<file path="config.mk">
export PLATFORM = sky130hd
export DESIGN_NAME = hex_ascii_command_frame_parser_top_flat
export DESIGN_NICKNAME = d
export VERILOG_FILES = /design/src/sv/hacfp_pkg.sv /design/src/sv/hacfp_if.sv /design/src/sv/hex_ascii_command_frame_parser_top.sv /design/src/flat_wrapper.sv
export SDC_FILE = /design/constraint.sdc
export NUM_CORES = 1
export LEC_CHECK = 0
export ABC_AREA = 0
export BUFFER_PORTS_ARGS = -buffer_cell sky130_fd_sc_hd__buf_2
export CORE_MARGIN = 2
export CORE_UTILIZATION = 55
export CTS_BUF_LIST = sky130_fd_sc_hd__clkbuf_4
export DETAILED_ROUTE_END_ITERATION = 10
export GPL_ROUTABILITY_DRIVEN = 0
export MAX_ROUTING_LAYER = met4
export PLACE_DENSITY = 0.75
export SYNTH_ARGS = -nofsm -noshare
export SYNTH_HDL_FRONTEND = slang
export SYNTH_SLANG_ARGS = --single-unit
</file>
<file path="constraint.sdc">
create_clock -name clk -period 8.8 [get_ports clk]
set_input_delay 1.76 -clock clk [delete_from_list [all_inputs] [get_ports clk]]
set_output_delay 1.76 -clock clk [all_outputs]
set_load 0.01 [all_outputs]
</file>
<file path="src/sv/hacfp_pkg.sv">
`default_nettype none

package hacfp_pkg;

  // Field widths
  localparam int CH_W      = 8;
  localparam int BYTE_W    = 8;
  localparam int MASK_W    = 64;
  localparam int CFG_IDX_W = 8;
  localparam int NUM_MASKS = 4;

  // Default payload store depth (valid range 1..64)
  localparam int PAYLOAD_DEPTH_DEF = 64;

  // Configuration register indexes
  localparam logic [CFG_IDX_W-1:0] CFG_MASK_0 = 8'd0;
  localparam logic [CFG_IDX_W-1:0] CFG_MASK_1 = 8'd1;
  localparam logic [CFG_IDX_W-1:0] CFG_MASK_2 = 8'd2;
  localparam logic [CFG_IDX_W-1:0] CFG_MASK_3 = 8'd3;

  // Characters of the frame syntax
  localparam logic [CH_W-1:0] CHAR_START = 8'h3C;  // '<'
  localparam logic [CH_W-1:0] CHAR_0     = 8'h30;  // '0'
  localparam logic [CH_W-1:0] CHAR_9     = 8'h39;  // '9'
  localparam logic [CH_W-1:0] CHAR_UA    = 8'h41;  // 'A'
  localparam logic [CH_W-1:0] CHAR_UF    = 8'h46;  // 'F'
  localparam logic [CH_W-1:0] CHAR_LA    = 8'h61;  // 'a'
  localparam logic [CH_W-1:0] CHAR_LF    = 8'h66;  // 'f'
  localparam logic [3:0]      NIB_TEN    = 4'd10;

  // Hex digit to nibble; anything else decodes as zero
  function automatic logic [3:0] hex_nibble(input logic [CH_W-1:0] c);
    logic [3:0] nib;
    nib = 4'd0;
    if (c >= CHAR_0 && c <= CHAR_9) begin
      nib = c[3:0];
    end else if (c >= CHAR_UA && c <= CHAR_UF) begin
      nib = 4'(c - CHAR_UA) + NIB_TEN;
    end else if (c >= CHAR_LA && c <= CHAR_LF) begin
      nib = 4'(c - CHAR_LA) + NIB_TEN;
    end
    return nib;
  endfunction

endpackage

`default_nettype wire

</file>
<file path="src/sv/hacfp_if.sv">
`default_nettype none

// Character input channel
interface hacfp_in_if import hacfp_pkg::*; ();
  logic            valid;
  logic            ready;
  logic [CH_W-1:0] ch_in;

  modport source (output valid, output ch_in, input ready);
  modport sink (input valid, input ch_in, output ready);
endinterface

// Result channel
interface hacfp_out_if import hacfp_pkg::*; ();
  logic              valid;
  logic              ready;
  logic [BYTE_W-1:0] frame_command;
  logic [BYTE_W-1:0] frame_length;
  logic [BYTE_W-1:0] data_byte;
  logic              data_valid;
  logic [BYTE_W-1:0] rx_checksum;
  logic              truncated;
  logic              last;

  modport source (output valid, output frame_command, output frame_length,
                  output data_byte, output data_valid, output rx_checksum,
                  output truncated, output last, input ready);
  modport sink (input valid, input frame_command, input frame_length,
                input data_byte, input data_valid, input rx_checksum,
                input truncated, input last, output ready);
endinterface

// Configuration write channel
interface hacfp_cfg_if import hacfp_pkg::*; ();
  logic                 valid;
  logic                 ready;
  logic [CFG_IDX_W-1:0] reg_index;
  logic [MASK_W-1:0]    wr_data;

  modport source (output valid, output reg_index, output wr_data, input ready);
  modport sink (input valid, input reg_index, input wr_data, output ready);
endinterface

`default_nettype wire

</file>
<file path="src/sv/hex_ascii_command_frame_parser_top.sv">
`default_nettype none

// Channel  | Dir | Payload                                         | Transaction
// ---------+-----+-------------------------------------------------+-------------------
// in_ch    | in  | ch_in                                           | valid & ready
// out_res  | out | frame_command, frame_length, data_byte,         | valid & ready
//          |     | data_valid, rx_checksum, truncated, last        |
// cfg_wr   | in  | reg_index, wr_data (handler masks 0..3)         | valid & ready
//
// Parsing takes one character per cycle while input is not held off. A dispatched
// frame holds off input while its payload is read back from the single-port store,
// one result per cycle when the sink is ready, with at most PAYLOAD_DEPTH results.
// The output register lets input resume while the final result waits.
// Synchronous active-low reset; no clearing pass, store contents are don't-care.
// Configuration is always ready.

module hex_ascii_command_frame_parser_top
  import hacfp_pkg::*;
#(
  parameter int PAYLOAD_DEPTH = PAYLOAD_DEPTH_DEF
) (
  input  wire            clk,
  input  wire            rst_n,
  hacfp_in_if.sink       in_ch,
  hacfp_out_if.source    out_res,
  hacfp_cfg_if.sink      cfg_wr
);

  localparam int AW    = (PAYLOAD_DEPTH > 1) ? $clog2(PAYLOAD_DEPTH) : 1;
  localparam int CNT_W = $clog2(PAYLOAD_DEPTH + 1);
  localparam logic [BYTE_W-1:0] DEPTH_B = BYTE_W'(PAYLOAD_DEPTH);
  localparam logic [CNT_W-1:0]  DEPTH_C = CNT_W'(PAYLOAD_DEPTH);

  // Parser phases
  localparam logic [3:0] PH_IDLE  = 4'd0;
  localparam logic [3:0] PH_CMD_H = 4'd1;
  localparam logic [3:0] PH_CMD_L = 4'd2;
  localparam logic [3:0] PH_LEN_H = 4'd3;
  localparam logic [3:0] PH_LEN_L = 4'd4;
  localparam logic [3:0] PH_PAY_H = 4'd5;
  localparam logic [3:0] PH_PAY_L = 4'd6;
  localparam logic [3:0] PH_CHK_H = 4'd7;
  localparam logic [3:0] PH_CHK_L = 4'd8;
  localparam logic [3:0] PH_TERM  = 4'd9;

  // Control and frame state
  logic [3:0]        phase_r, phase_nxt;
  logic [BYTE_W-1:0] cmd_r, cmd_nxt;
  logic [BYTE_W-1:0] len_r, len_nxt;
  logic [BYTE_W-1:0] cnt_r, cnt_nxt;
  logic [BYTE_W-1:0] part_r, part_nxt;
  logic [BYTE_W-1:0] chk_r, chk_nxt;
  logic [MASK_W-1:0] mask_r [NUM_MASKS];

  // Read-back control
  logic              emit_r, emit_nxt;
  logic              rd_pend_r, rd_pend_nxt;
  logic [CNT_W-1:0]  rd_idx_r, rd_idx_nxt;

  // Payload store
  logic [BYTE_W-1:0] store [PAYLOAD_DEPTH];
  logic [BYTE_W-1:0] mem_q_r;
  logic              mem_we, mem_re;
  logic [BYTE_W-1:0] mem_wdata;

  // Output register
  logic              out_valid_r, out_valid_nxt;
  logic [BYTE_W-1:0] o_cmd_r, o_len_r, o_data_r, o_chk_r;
  logic              o_dv_r, o_trunc_r, o_last_r;

  logic              in_acc;
  logic [3:0]        nib;
  logic [BYTE_W-1:0] byte_full;
  logic [BYTE_W-1:0] cnt_inc;
  logic [MASK_W-1:0] sel_mask;
  logic              disp;
  logic              trunc;
  logic [CNT_W-1:0]  n_items;
  logic              out_free, rd_more, empty_go, load_data, out_load, load_last;

  assign in_ch.ready  = !emit_r;
  assign cfg_wr.ready = 1'b1;
  assign in_acc       = in_ch.valid && !emit_r;

  assign nib       = hex_nibble(in_ch.ch_in);
  assign byte_full = {part_r[7:4], nib};
  assign cnt_inc   = cnt_r + 8'd1;

  // Dispatch check against the handler masks
  assign sel_mask = mask_r[cmd_r[7:6]];
  assign disp     = sel_mask[cmd_r[5:0]];

  assign trunc   = (len_r > DEPTH_B);
  assign n_items = trunc ? DEPTH_C : len_r[CNT_W-1:0];

  // Read-back handshake: one read in flight, output register as the sink
  assign out_free  = !out_valid_r || out_res.ready;
  assign rd_more   = emit_r && (rd_idx_r != n_items);
  assign empty_go  = emit_r && (n_items == '0) && out_free;
  assign mem_re    = rd_more && (!rd_pend_r || out_free);
  assign load_data = rd_pend_r && out_free;
  assign out_load  = load_data || empty_go;
  assign load_last = (rd_idx_r == n_items);

  // Store write on the low payload digit
  assign mem_we    = in_acc && (in_ch.ch_in != CHAR_START) && (phase_r == PH_PAY_L)
                     && (cnt_r < DEPTH_B);
  assign mem_wdata = byte_full;

  // Parser next state
  always_comb begin
    phase_nxt = phase_r;
    cmd_nxt   = cmd_r;
    len_nxt   = len_r;
    cnt_nxt   = cnt_r;
    part_nxt  = part_r;
    chk_nxt   = chk_r;
    emit_nxt  = emit_r;
    rd_idx_nxt = rd_idx_r;
    if (in_acc) begin
      if (in_ch.ch_in == CHAR_START) begin
        phase_nxt = PH_CMD_H;
        cnt_nxt   = '0;
      end else begin
        case (phase_r)
          PH_CMD_H: begin
            cmd_nxt   = {nib, 4'd0};
            phase_nxt = PH_CMD_L;
          end
          PH_CMD_L: begin
            cmd_nxt   = {cmd_r[7:4], nib};
            phase_nxt = PH_LEN_H;
          end
          PH_LEN_H: begin
            len_nxt   = {nib, 4'd0};
            phase_nxt = PH_LEN_L;
          end
          PH_LEN_L: begin
            len_nxt   = {len_r[7:4], nib};
            phase_nxt = ({len_r[7:4], nib} != '0) ? PH_PAY_H : PH_CHK_H;
          end
          PH_PAY_H: begin
            part_nxt  = {nib, 4'd0};
            phase_nxt = PH_PAY_L;
          end
          PH_PAY_L: begin
            part_nxt  = byte_full;
            cnt_nxt   = cnt_inc;
            phase_nxt = (cnt_inc < len_r) ? PH_PAY_H : PH_CHK_H;
          end
          PH_CHK_H: begin
            chk_nxt   = {nib, 4'd0};
            phase_nxt = PH_CHK_L;
          end
          PH_CHK_L: begin
            chk_nxt   = {chk_r[7:4], nib};
            phase_nxt = PH_TERM;
          end
          PH_TERM: begin
            phase_nxt = PH_IDLE;
            if (disp) begin
              emit_nxt   = 1'b1;
              rd_idx_nxt = '0;
            end
          end
          default: begin
            phase_nxt = PH_IDLE;
          end
        endcase
      end
    end
    // Read-back progress
    if (mem_re) begin
      rd_idx_nxt = rd_idx_r + 1'b1;
    end
    if ((load_data && load_last) || empty_go) begin
      emit_nxt = 1'b0;
    end
  end

  always_comb begin
    rd_pend_nxt = rd_pend_r;
    if (mem_re) begin
      rd_pend_nxt = 1'b1;
    end else if (load_data) begin
      rd_pend_nxt = 1'b0;
    end
    out_valid_nxt = out_valid_r;
    if (out_load) begin
      out_valid_nxt = 1'b1;
    end else if (out_res.ready) begin
      out_valid_nxt = 1'b0;
    end
  end

  // Control registers
  always_ff @(posedge clk) begin
    if (!rst_n) begin
      phase_r     <= PH_IDLE;
      cmd_r       <= '0;
      len_r       <= '0;
      cnt_r       <= '0;
      part_r      <= '0;
      chk_r       <= '0;
      emit_r      <= 1'b0;
      rd_pend_r   <= 1'b0;
      rd_idx_r    <= '0;
      out_valid_r <= 1'b0;
    end else begin
      phase_r     <= phase_nxt;
      cmd_r       <= cmd_nxt;
      len_r       <= len_nxt;
      cnt_r       <= cnt_nxt;
      part_r      <= part_nxt;
      chk_r       <= chk_nxt;
      emit_r      <= emit_nxt;
      rd_pend_r   <= rd_pend_nxt;
      rd_idx_r    <= rd_idx_nxt;
      out_valid_r <= out_valid_nxt;
    end
  end

  // Handler mask registers
  always_ff @(posedge clk) begin
    if (!rst_n) begin
      for (int i = 0; i < NUM_MASKS; i++) begin
        mask_r[i] <= '0;
      end
    end else if (cfg_wr.valid) begin
      case (cfg_wr.reg_index)
        CFG_MASK_0: mask_r[0] <= cfg_wr.wr_data;
        CFG_MASK_1: mask_r[1] <= cfg_wr.wr_data;
        CFG_MASK_2: mask_r[2] <= cfg_wr.wr_data;
        CFG_MASK_3: mask_r[3] <= cfg_wr.wr_data;
        default: ;
      endcase
    end
  end

  // Payload store: one write, one registered read
  always_ff @(posedge clk) begin
    if (mem_we) begin
      store[cnt_r[AW-1:0]] <= mem_wdata;
    end
    if (mem_re) begin
      mem_q_r <= store[rd_idx_r[AW-1:0]];
    end
  end

  // Output payload register
  always_ff @(posedge clk) begin
    if (out_load) begin
      o_cmd_r   <= cmd_r;
      o_len_r   <= len_r;
      o_chk_r   <= chk_r;
      o_trunc_r <= trunc;
      o_data_r  <= load_data ? mem_q_r : '0;
      o_dv_r    <= load_data;
      o_last_r  <= load_data ? load_last : 1'b1;
    end
  end

  assign out_res.valid         = out_valid_r;
  assign out_res.frame_command = o_cmd_r;
  assign out_res.frame_length  = o_len_r;
  assign out_res.data_byte     = o_data_r;
  assign out_res.data_valid    = o_dv_r;
  assign out_res.rx_checksum   = o_chk_r;
  assign out_res.truncated     = o_trunc_r;
  assign out_res.last          = o_last_r;

endmodule

`default_nettype wire
</file>
<file path="src/flat_wrapper.sv">
// flat-port wrapper written by rule: the top's interface ports become plain ports
module hex_ascii_command_frame_parser_top_flat import hacfp_pkg::*;
#(
  parameter int PAYLOAD_DEPTH = PAYLOAD_DEPTH_DEF
)
  (clk, rst_n, in_ch_valid, in_ch_ch_in, in_ch_ready, out_res_valid, out_res_frame_command, out_res_frame_length, out_res_data_byte, out_res_data_valid, out_res_rx_checksum, out_res_truncated, out_res_last, out_res_ready, cfg_wr_valid, cfg_wr_reg_index, cfg_wr_wr_data, cfg_wr_ready);
  hacfp_in_if in_ch_i ();
  hacfp_out_if out_res_i ();
  hacfp_cfg_if cfg_wr_i ();
  input  wire clk;
  input  wire rst_n;
  input wire logic [$bits(in_ch_i.valid)-1:0] in_ch_valid;
  input wire logic [$bits(in_ch_i.ch_in)-1:0] in_ch_ch_in;
  output wire logic [$bits(in_ch_i.ready)-1:0] in_ch_ready;
  output wire logic [$bits(out_res_i.valid)-1:0] out_res_valid;
  output wire logic [$bits(out_res_i.frame_command)-1:0] out_res_frame_command;
  output wire logic [$bits(out_res_i.frame_length)-1:0] out_res_frame_length;
  output wire logic [$bits(out_res_i.data_byte)-1:0] out_res_data_byte;
  output wire logic [$bits(out_res_i.data_valid)-1:0] out_res_data_valid;
  output wire logic [$bits(out_res_i.rx_checksum)-1:0] out_res_rx_checksum;
  output wire logic [$bits(out_res_i.truncated)-1:0] out_res_truncated;
  output wire logic [$bits(out_res_i.last)-1:0] out_res_last;
  input wire logic [$bits(out_res_i.ready)-1:0] out_res_ready;
  input wire logic [$bits(cfg_wr_i.valid)-1:0] cfg_wr_valid;
  input wire logic [$bits(cfg_wr_i.reg_index)-1:0] cfg_wr_reg_index;
  input wire logic [$bits(cfg_wr_i.wr_data)-1:0] cfg_wr_wr_data;
  output wire logic [$bits(cfg_wr_i.ready)-1:0] cfg_wr_ready;
  assign in_ch_i.valid = in_ch_valid;
  assign in_ch_i.ch_in = in_ch_ch_in;
  assign in_ch_ready = in_ch_i.ready;
  assign out_res_valid = out_res_i.valid;
  assign out_res_frame_command = out_res_i.frame_command;
  assign out_res_frame_length = out_res_i.frame_length;
  assign out_res_data_byte = out_res_i.data_byte;
  assign out_res_data_valid = out_res_i.data_valid;
  assign out_res_rx_checksum = out_res_i.rx_checksum;
  assign out_res_truncated = out_res_i.truncated;
  assign out_res_last = out_res_i.last;
  assign out_res_i.ready = out_res_ready;
  assign cfg_wr_i.valid = cfg_wr_valid;
  assign cfg_wr_i.reg_index = cfg_wr_reg_index;
  assign cfg_wr_i.wr_data = cfg_wr_wr_data;
  assign cfg_wr_ready = cfg_wr_i.ready;
  hex_ascii_command_frame_parser_top #(.PAYLOAD_DEPTH(PAYLOAD_DEPTH)) u_core (.clk(clk), .rst_n(rst_n), .in_ch(in_ch_i), .out_res(out_res_i), .cfg_wr(cfg_wr_i));
endmodule
</file>
## Word level (Yosys, flattened, before mapping)

Memories as Yosys holds them, arrays and structs flattened. A register that Yosys moved wholly into a read port is not among the register bits.
Index checks and enable logic that the tools add are counted.

- Eq/ne operators: 17
- Bitwise gates (word level): 10
- Muxes and demuxes: 50
- Add/sub/neg operators: 6
- Magnitude comparators: 10
- Reductions and logical operators: 43

Operators by type and width:

| cell | count |
|---|---|
| $mux 64 | 4 |
| $pmux 8 s2 | 4 |
| $mux 7 | 6 |
| $pmux 4 s8 | 1 |
| $mux 1 | 24 |
| $reduce_and 4->1 | 6 |
| $reduce_bool 2->1 | 9 |
| $eq 4x3->1 const B | 4 |
| $eq 8x2->1 const B | 2 |
| $ge 8x7->1 const B | 2 |
| $le 8x7->1 const B | 2 |
| $mux 4 | 4 |
| $mux 8 | 2 |
| $logic_and 1x1->1 | 13 |
| $reduce_and 3->1 | 3 |
| $add 4x4->4 const B | 2 |
| $add 8x1->8 const B | 1 |
| $eq 4x2->1 const B | 2 |
| $eq 4x4->1 const B | 2 |
| $eq 8x1->1 const B | 1 |
| $eq 8x6->1 const B | 1 |
| $ge 8x6->1 const B | 1 |
| $gt 8x7->1 const B | 1 |
| $le 8x6->1 const B | 1 |
| 21 further kinds | 38 |

- Bits of input ports: 85
- Bits in registers: 85
- Memories kept: 2
- RAM bits: 768
- Output and inout bits: 38
- Word-level logic and storage cells: 158

Memories:

| name | depth | width | read ports | clocked after memory_dff | write ports | line | source |
|---|---|---|---|---|---|---|---|
| u_core.store | 64 | 8 | 1 | 1 | 1 | hex_ascii_command_frame_parser_top.sv:61 | `logic [BYTE_W-1:0] store [PAYLOAD_DEPTH];` |
| u_core.mask_r | 4 | 64 | 1 | 1 | 4 | hex_ascii_command_frame_parser_top.sv:53 | `logic [MASK_W-1:0] mask_r [NUM_MASKS];` |

## Longest topological paths before layout

Gate-level depths: netlist of the first run.

- Word-level depth: 9
- Depth in mapped cells: 10
- Gate-level depth less buffers: 10

## Least setup slack after synthesis of the first run

OpenSTA, ideal clock, no wires.

- Path type: in2reg
- Start point: in cfg_wr_reg_index[5]
- End point: mem u_core.mask_r[2][0], enable pin
- Stages: 3
- Path slack: 1.635 ns
- Arrival time: 6.591 ns
- Setup time: 0.574 ns
- Data required time: 8.226 ns
- Buffers on the path: 0
- Cells stage by stage: nor2_1 nand4b_1 o21ai_0

RTL lines:

| element | line | source |
|---|---|---|
| start: declaration | flat_wrapper.sv:25 | `input wire logic [$bits(cfg_wr_i.reg_index)-1:0] cfg_wr_reg_index;` |
| end: declaration | hex_ascii_command_frame_parser_top.sv:53 |  |

## Final worst setup path of the first run

- Start point: in in_ch_ch_in[0]
- End point: mem u_core.store[39][7], enable pin

- Word-level cells in the longest chain between the ends: 6

Ends and longest elaborated chain:

| element | line | source |
|---|---|---|
| start: declaration | flat_wrapper.sv:13 | `input wire logic [$bits(in_ch_i.ch_in)-1:0] in_ch_ch_in;` |
| $ne 8x6->1 | hex_ascii_command_frame_parser_top.sv:106 | `assign mem_we = in_acc && (in_ch.ch_in != CHAR_START) && (phase_r == PH_PAY_L)` |
| $logic_and 1x1->1 (2 in a row) | hex_ascii_command_frame_parser_top.sv:106 |  |
| $logic_and 1x1->1 | hex_ascii_command_frame_parser_top.sv:107 | `&& (cnt_r < DEPTH_B);` |
| $mux 1 | hex_ascii_command_frame_parser_top.sv:242 | `if (mem_we) begin` |
| $mux 1 (implied by the code) | hex_ascii_command_frame_parser_top.sv:243 | `store[cnt_r[AW-1:0]] <= mem_wdata;` |
| end: declaration | hex_ascii_command_frame_parser_top.sv:61 |  |

No other way between the ends.

==> flow_summary_export.csv, run 1 <==
group,metric,value,unit
grt,antenna_found_initial,12,
synthesis,seq_area_frac_synth,0.714,
synthesis,synth_cell_types,74,
synthesis,synth_area_leaders,"edfxtp_1, mux4_2, and2_1",
drt,ant_nets,0,
critical_path,timing_worst_setup_path_type,"in -> reg",
timing,hold_viol,0,
critical_path,path_cells,"buf_2, inv_1, ha_1, and4_1, nor2_1, nand2_1, nor3b_1, nand4b_1, nor2_1",
cts,clock_sinks,863,
hold_path,hold_class,"reg -> reg",
floorplanning,pin_count,123,
timing,slew_headroom,0.302,
drt,firstDrtPassIters,5,
timing,max_freq,219,MHz
place,dp_hpwl,47500,µm
floorplanning,start_util,0.554,
timing,min_period,4570,ps
cts,cts_max_path_buffers,3,
timing,worst_slew_pin_slew,1040,ps
cts,cts_setup_buffers,0,
place,portBuffers,121,
critical_path,cpMostUsedCell,"nor2_1",
power,power,0.00792,W
floorplanning,die_area,66800,µm²
power,ir_drop,0.000138,V
grt,met3_usage,0.0642,
timing,finalMaxSlewViolations,0,
synthesis,synth-edff-count,811,
drt,post_drt_wl_per_cell,25.2,µm
cells_and_area,syn2layout_area_growth,11.8,%
power,p_leak,13.1,nW
critical_path,cp-end-kind,"flop",
drt,drt_wl_total,81000,µm
power,powerDensity,199,nW/µm²
grt,grtUsageMet1,0.334,
synthesis,synth_ff_type,"edfxtp_1",
cts,hold_buffers,0,
floorplanning,die_x,258,µm
synthesis,yosysWarnings,0,
cts,cts_tree,"yes",
grt,track_usage,0.258,
cts,post_cts_resized,0,
grt,overflow,0,
flow_run,drv_cap,0,
critical_path,cp.arrival,5170,ps
cts,clock_latency,1030,ps
cells_and_area,largest_reg_flops,512,
critical_path,critPathRequiredTime,9410,ps
grt,grt_pass1_wl,124000,µm
synthesis,syn-num-nets,2051,
drt,drtIter0Drc,2245,
synthesis,async_reset_ff_frac,0,
critical_path,cpPeakStageDelay,880,ps
grt,grt.met2_usage,0.406,
drt,via_per_inst,6.08,
place,dp_cells,2838,
critical_path,crit_path_max_fanout,8,
grt,grt_pass1_vias,20100,
timing,min_period_over_period,0.519,
synthesis,ys_ff_latch,863,
timing,fin_skew,85.5,ps
cells_and_area,nNetsFinal,2292,
timing,timing.setup.tns,0,ps
grt,grt-busiest-layer,"met2",
hold_path,hold_depth,0,
cells_and_area,drive_gt1_frac,0.318,
floorplanning,core_area,64200,µm²
critical_path,reg2reg_depth,7,
synthesis,synth_area_per_cell,18.2,µm²
synthesis,syn_area,35600,µm²
synthesis,synth_cells,1953,
synthesis,synth_top_cell_by_area,"edfxtp_1",
cts,h-tree-depth,4,
floorplanning,dieHeight,258,µm
timing,setup_viol,0,
floorplanning,num_rows,93,
cts,cts_root_buf,"clkbuf_4",
cells_and_area,stdcell_count,3220,
critical_path,start_kind,"primary input",
drt,vias,19600,
critical_path,slowest_stage,"nor2_1",
cts,clk_pin_slew,70,ps
drt,drc,0,
status,outcome,"complete, no violations",
synthesis,synth.top_cell.area_share,0.684,
cts,numCtsBuffers,209,
grt,grt_max_degree,119,
timing,rsz0062_at_grt,"no",
[cell families (layout without fill, tap and decap cells)]
logic type               Yosys count  after routing  synth area share
AO/OA/AOI/OAI                    125            125            0.0258
other                              1             13          0.000105
AND/OR/NAND/NOR                  562            562            0.0881
adder cells (fa/ha/maj)           13             13           0.00457
buffers and inverters            135            535            0.0161
multiplexers                     241            241             0.149
flip-flops                       863            863             0.714
XOR/XNOR                          13             13           0.00320
[layer usage]
metal / routed length, µm / vias up
met4: 1440 / 0
met3: 7610 / 121
met1: 31000 / 9940
li1: - / 8389
met2: 40900 / 1125
met5: 0 / -
[worst max-delay path: cells and delay by family]
family | cells | cell delay [ps]
and+or+nand+nor | 6 | 2910
buffers and inverters | 2 | 230
adders and majority gates | 1 | 260
[placed cells by master, fill, tap and decap left out, types with 5 or more instances in the layout]
cell type / instances
xor2_1: 7
a22oi_1: 22
clkinv_2: 11
nor2_4: 5
dfxtp_4: 8
a211oi_1: 12
a31oi_1: 5
and2_1: 272
o211ai_1: 6
nor2_1: 120
clkbuf_4: 308
a22o_1: 5
inv_1: 16
nor3_1: 14
nand4_1: 14
a21oi_1: 16
o21ai_0: 6
and3_1: 11
nand2_1: 46
edfxtp_1: 811
mux4_2: 228
diode_2: 12
nand2b_1: 8
mux2_2: 5
buf_4: 22
dfxtp_1: 43
o22ai_1: 11
buf_2: 121
nand3_1: 15
nor3b_1: 6
clkinv_1: 36
nor2b_1: 15
nand4b_1: 7
xnor2_1: 6
ha_1: 13
mux2i_1: 7
o21a_1: 8
a221oi_1: 6
[cells in the mapped netlist, types with 3 or more instances]
| library cell | instances |
|---|---|
| nand3_1 | 15 |
| buf_2 | 14 |
| clkbuf_1 | 78 |
| a22oi_1 | 22 |
| or4_1 | 3 |
| o21ai_0 | 10 |
| nand4b_1 | 7 |
| a31oi_1 | 5 |
| xor2_1 | 7 |
| nor2b_1 | 15 |
| nor3b_1 | 6 |
| ha_1 | 13 |
| and3_1 | 11 |
| a221oi_1 | 6 |
| xnor2_1 | 6 |
| nand4_1 | 14 |
| edfxtp_1 | 811 |
| nor3_1 | 14 |
| o21a_1 | 8 |
| o22ai_1 | 11 |
| nor4_1 | 4 |
| a22o_1 | 5 |
| inv_1 | 20 |
| nand2b_1 | 8 |
| and2_1 | 272 |
| or3_1 | 4 |
| buf_4 | 4 |
| or2_2 | 3 |
| mux2i_1 | 7 |
| o2111ai_1 | 3 |
| nand3b_1 | 3 |
| buf_1 | 15 |
| a211oi_1 | 12 |
| nand2_1 | 46 |
| o211ai_1 | 6 |
| dfxtp_1 | 52 |
| mux4_2 | 228 |
| a2bb2oi_1 | 3 |
| a21oi_1 | 16 |
| nor2_1 | 124 |
| mux2_2 | 5 |
[power by group]
group,internal [W],switching (W),total [W]
sequential,0.00451,0.0000207,0.00453
combinational,0.0000630,0.0000964,0.000159
clock,0.00165,0.00158,0.00323
[final timing paths]
kind                                       from                              end  slack, ps
worst max-delay path             in_ch_ch_in[0]              u_core.store[39][7]       4230
worst min-delay path            u_core.cmd_r[6]  u_core.out_res.frame_command[6]        410
worst max register to register             flop               u_core.rd_idx_r[0]       4570
worst min register to register  u_core.cmd_r[6]  u_core.out_res.frame_command[6]        410
[metrics by stage]
step | hold slack (ps) | cell area, µm² | util | setup WS, ps
4_1_cts | 399 | 39700 | 0.619 | 4390
2_1_floorplan | 406 | 35600 | - | 1630
6_report | 405 | 39800 | 0.619 | 4230
3_5_place_dp | 412 | 37100 | 0.577 | 3330
5_1_grt | 436 | 39800 | 0.619 | 4060
3_3_place_gp | 427 | 37100 | 0.577 | 3540
[area by class of cell]
type / instances / area, µm²
flip-flops and latches: 863 / 25400
fillers: 4497 / 24500
multi-input cells: 955 / 9700
clock buffers: 308 / 2310
well taps: 855 / 1070
repair buffers: 144 / 791
clock inverters: 62 / 369
inverters: 21 / 78.8
diodes: 12 / 30.0
No activity file was read; power rests on OpenSTA's default activity.
==> inputs of run 2 (changes only) <==
==> constraint.sdc (replaced) <==
create_clock -name clk -period 4.75 [get_ports clk]
set_input_delay 0.95 -clock clk [delete_from_list [all_inputs] [get_ports clk]]
set_output_delay 0.95 -clock clk [all_outputs]
set_load 0.01 [all_outputs]
==> flow_summary_export.csv, run 2 (synthesis gave the netlist of run 1 again) <==
group,metric,value,unit
cts,clk_pin_slew,70,ps
floorplanning,pin_count,123,
critical_path,cpMostUsedCell,"nand2_1",
cts,h-tree-depth,4,
timing,setup_viol,0,
floorplanning,start_util,0.554,
critical_path,timing_worst_setup_path_type,"reg -> reg",
cts,clock_latency,1040,ps
cells_and_area,syn2layout_area_growth,12.7,%
cts,hold_buffers,0,
timing,max_freq,275,MHz
floorplanning,die_area,66800,µm²
cells_and_area,layout_common_cells,"edfxtp_1, clkbuf_4, and2_1",
timing,slew_headroom,0.258,
cells_and_area,largest_reg_flops,512,
critical_path,regToRegSetupSlack,1110,ps
cells_and_area,nNetsFinal,2312,
hold_path,hold_class,"in -> reg",
cts,clock_sinks,863,
drt,drtIter0Drc,2401,
cells_and_area,drive_gt1_frac,0.323,
timing,finalMaxSlewViolations,0,
drt,ant_nets,0,
critical_path,start_kind,"flop",
timing,timing.setup.tns,0,ps
floorplanning,die_x,258,µm
cells_and_area,final_common_cell,"edfxtp_1",
place,dp_hpwl,49200,µm
place,place_ws,459,ps
critical_path,slowest_stage,"nor2_1",
flow_run,drv_cap,0,
timing,holdWs,213,ps
critical_path,path_cells,"nor4bb_1, nand2_1, nor3b_1, nand2_1, nor2_1",
critical_path,cp_top_family,"simple AND/OR/NAND/NOR gates",
grt,antenna_found_initial,13,
grt,grt_pass1_vias,19900,
drt,drc,0,
power,ir_drop,0.000272,V
place,portBuffers,121,
timing,fin_skew,90.0,ps
grt,track_usage,0.258,
timing,fin_ws,1110,ps
critical_path,crit_path_max_fanout,13,
drt,via_per_inst,6.02,
cts,cts_setup_buffers,0,
drt,vias,19500,
cts,numCtsBuffers,203,
grt,grt_pass1_wl,123000,µm
drt,drt_wl_total,81500,µm
critical_path,cp-end-kind,"flop",
cts,cts_max_path_buffers,3,
critical_path,cpPeakStageDelay,740,ps
floorplanning,num_rows,93,
power,powerDensity,370,nW/µm²
floorplanning,dieHeight,258,µm
cts,cts_tree,"yes",
floorplanning,core_area,64200,µm²
power,p_leak,13.2,nW
cells_and_area,stdcell_count,3241,
drt,post_drt_wl_per_cell,25.2,µm
timing,min_period,3640,ps
critical_path,critPathRequiredTime,5350,ps
critical_path,cp.arrival,4240,ps
grt,overflow,0,
critical_path,cp_num_buf_inv,0,
timing,rsz0062_at_grt,"no",
timing,hold_viol,0,
grt,grt_max_degree,66,
status,outcome,"complete, no violations",
cts,cts_root_buf,"clkbuf_4",
place,dp_cells,2864,
drt,firstDrtPassIters,5,
cts,post_cts_resized,0,
timing,worst_slew_pin_slew,1100,ps
timing,min_period_over_period,0.766,
[run 2: worst paths after layout]
path | cells past startpoint | start | to
worst max-delay path | 5 | u_core.phase_r[1] | u_core.store[59][4]
worst min-delay path | 2 | cfg_wr_wr_data[4] | u_core.mask_r[0][4]
worst max register to register | 5 | u_core.phase_r[1] | u_core.store[59][4]
worst min register to register | 0 | u_core.chk_r[3] | u_core.out_res.rx_checksum[3]
[run 2: worst register-to-register path, delay by kind of cell (launching register included)]
kind             cells  cell delay (ps)
DFF                  1              560
and+or+nand+nor      5             2670
[run 2: through the flow]
step           cell area [µm²]  utilization  power, W
2_1_floorplan            35600            -   0.00873
6_report                 40100        0.625    0.0149
5_1_grt                  40100        0.625    0.0154
3_3_place_gp             37400        0.582   0.00884
4_1_cts                  40100        0.624    0.0150
3_5_place_dp             37400        0.582   0.00886
[run 2: layout make-up]
cell class	instances	area (µm²)
sequential	863	25400
fill	4560	24100
multi-input combinational	955	9700
clock buffer	307	2300
timing repair buffer	170	1090
tap	855	1070
clock inverter	56	418
inverter	21	78.8
antenna	14	35.0
[run 2: layer usage]
metal  global-route usage  wire length [µm]
met5                    -                 0
met1                0.342             31200
met3               0.0564              7480
met2                0.407             41300
met4               0.0782              1540
[run 2: power by group]
part / internal (W) / switching (W)
Combinational: 0.000122 / 0.000179
Clock: 0.00328 / 0.00288
Sequential: 0.00835 / 0.0000405
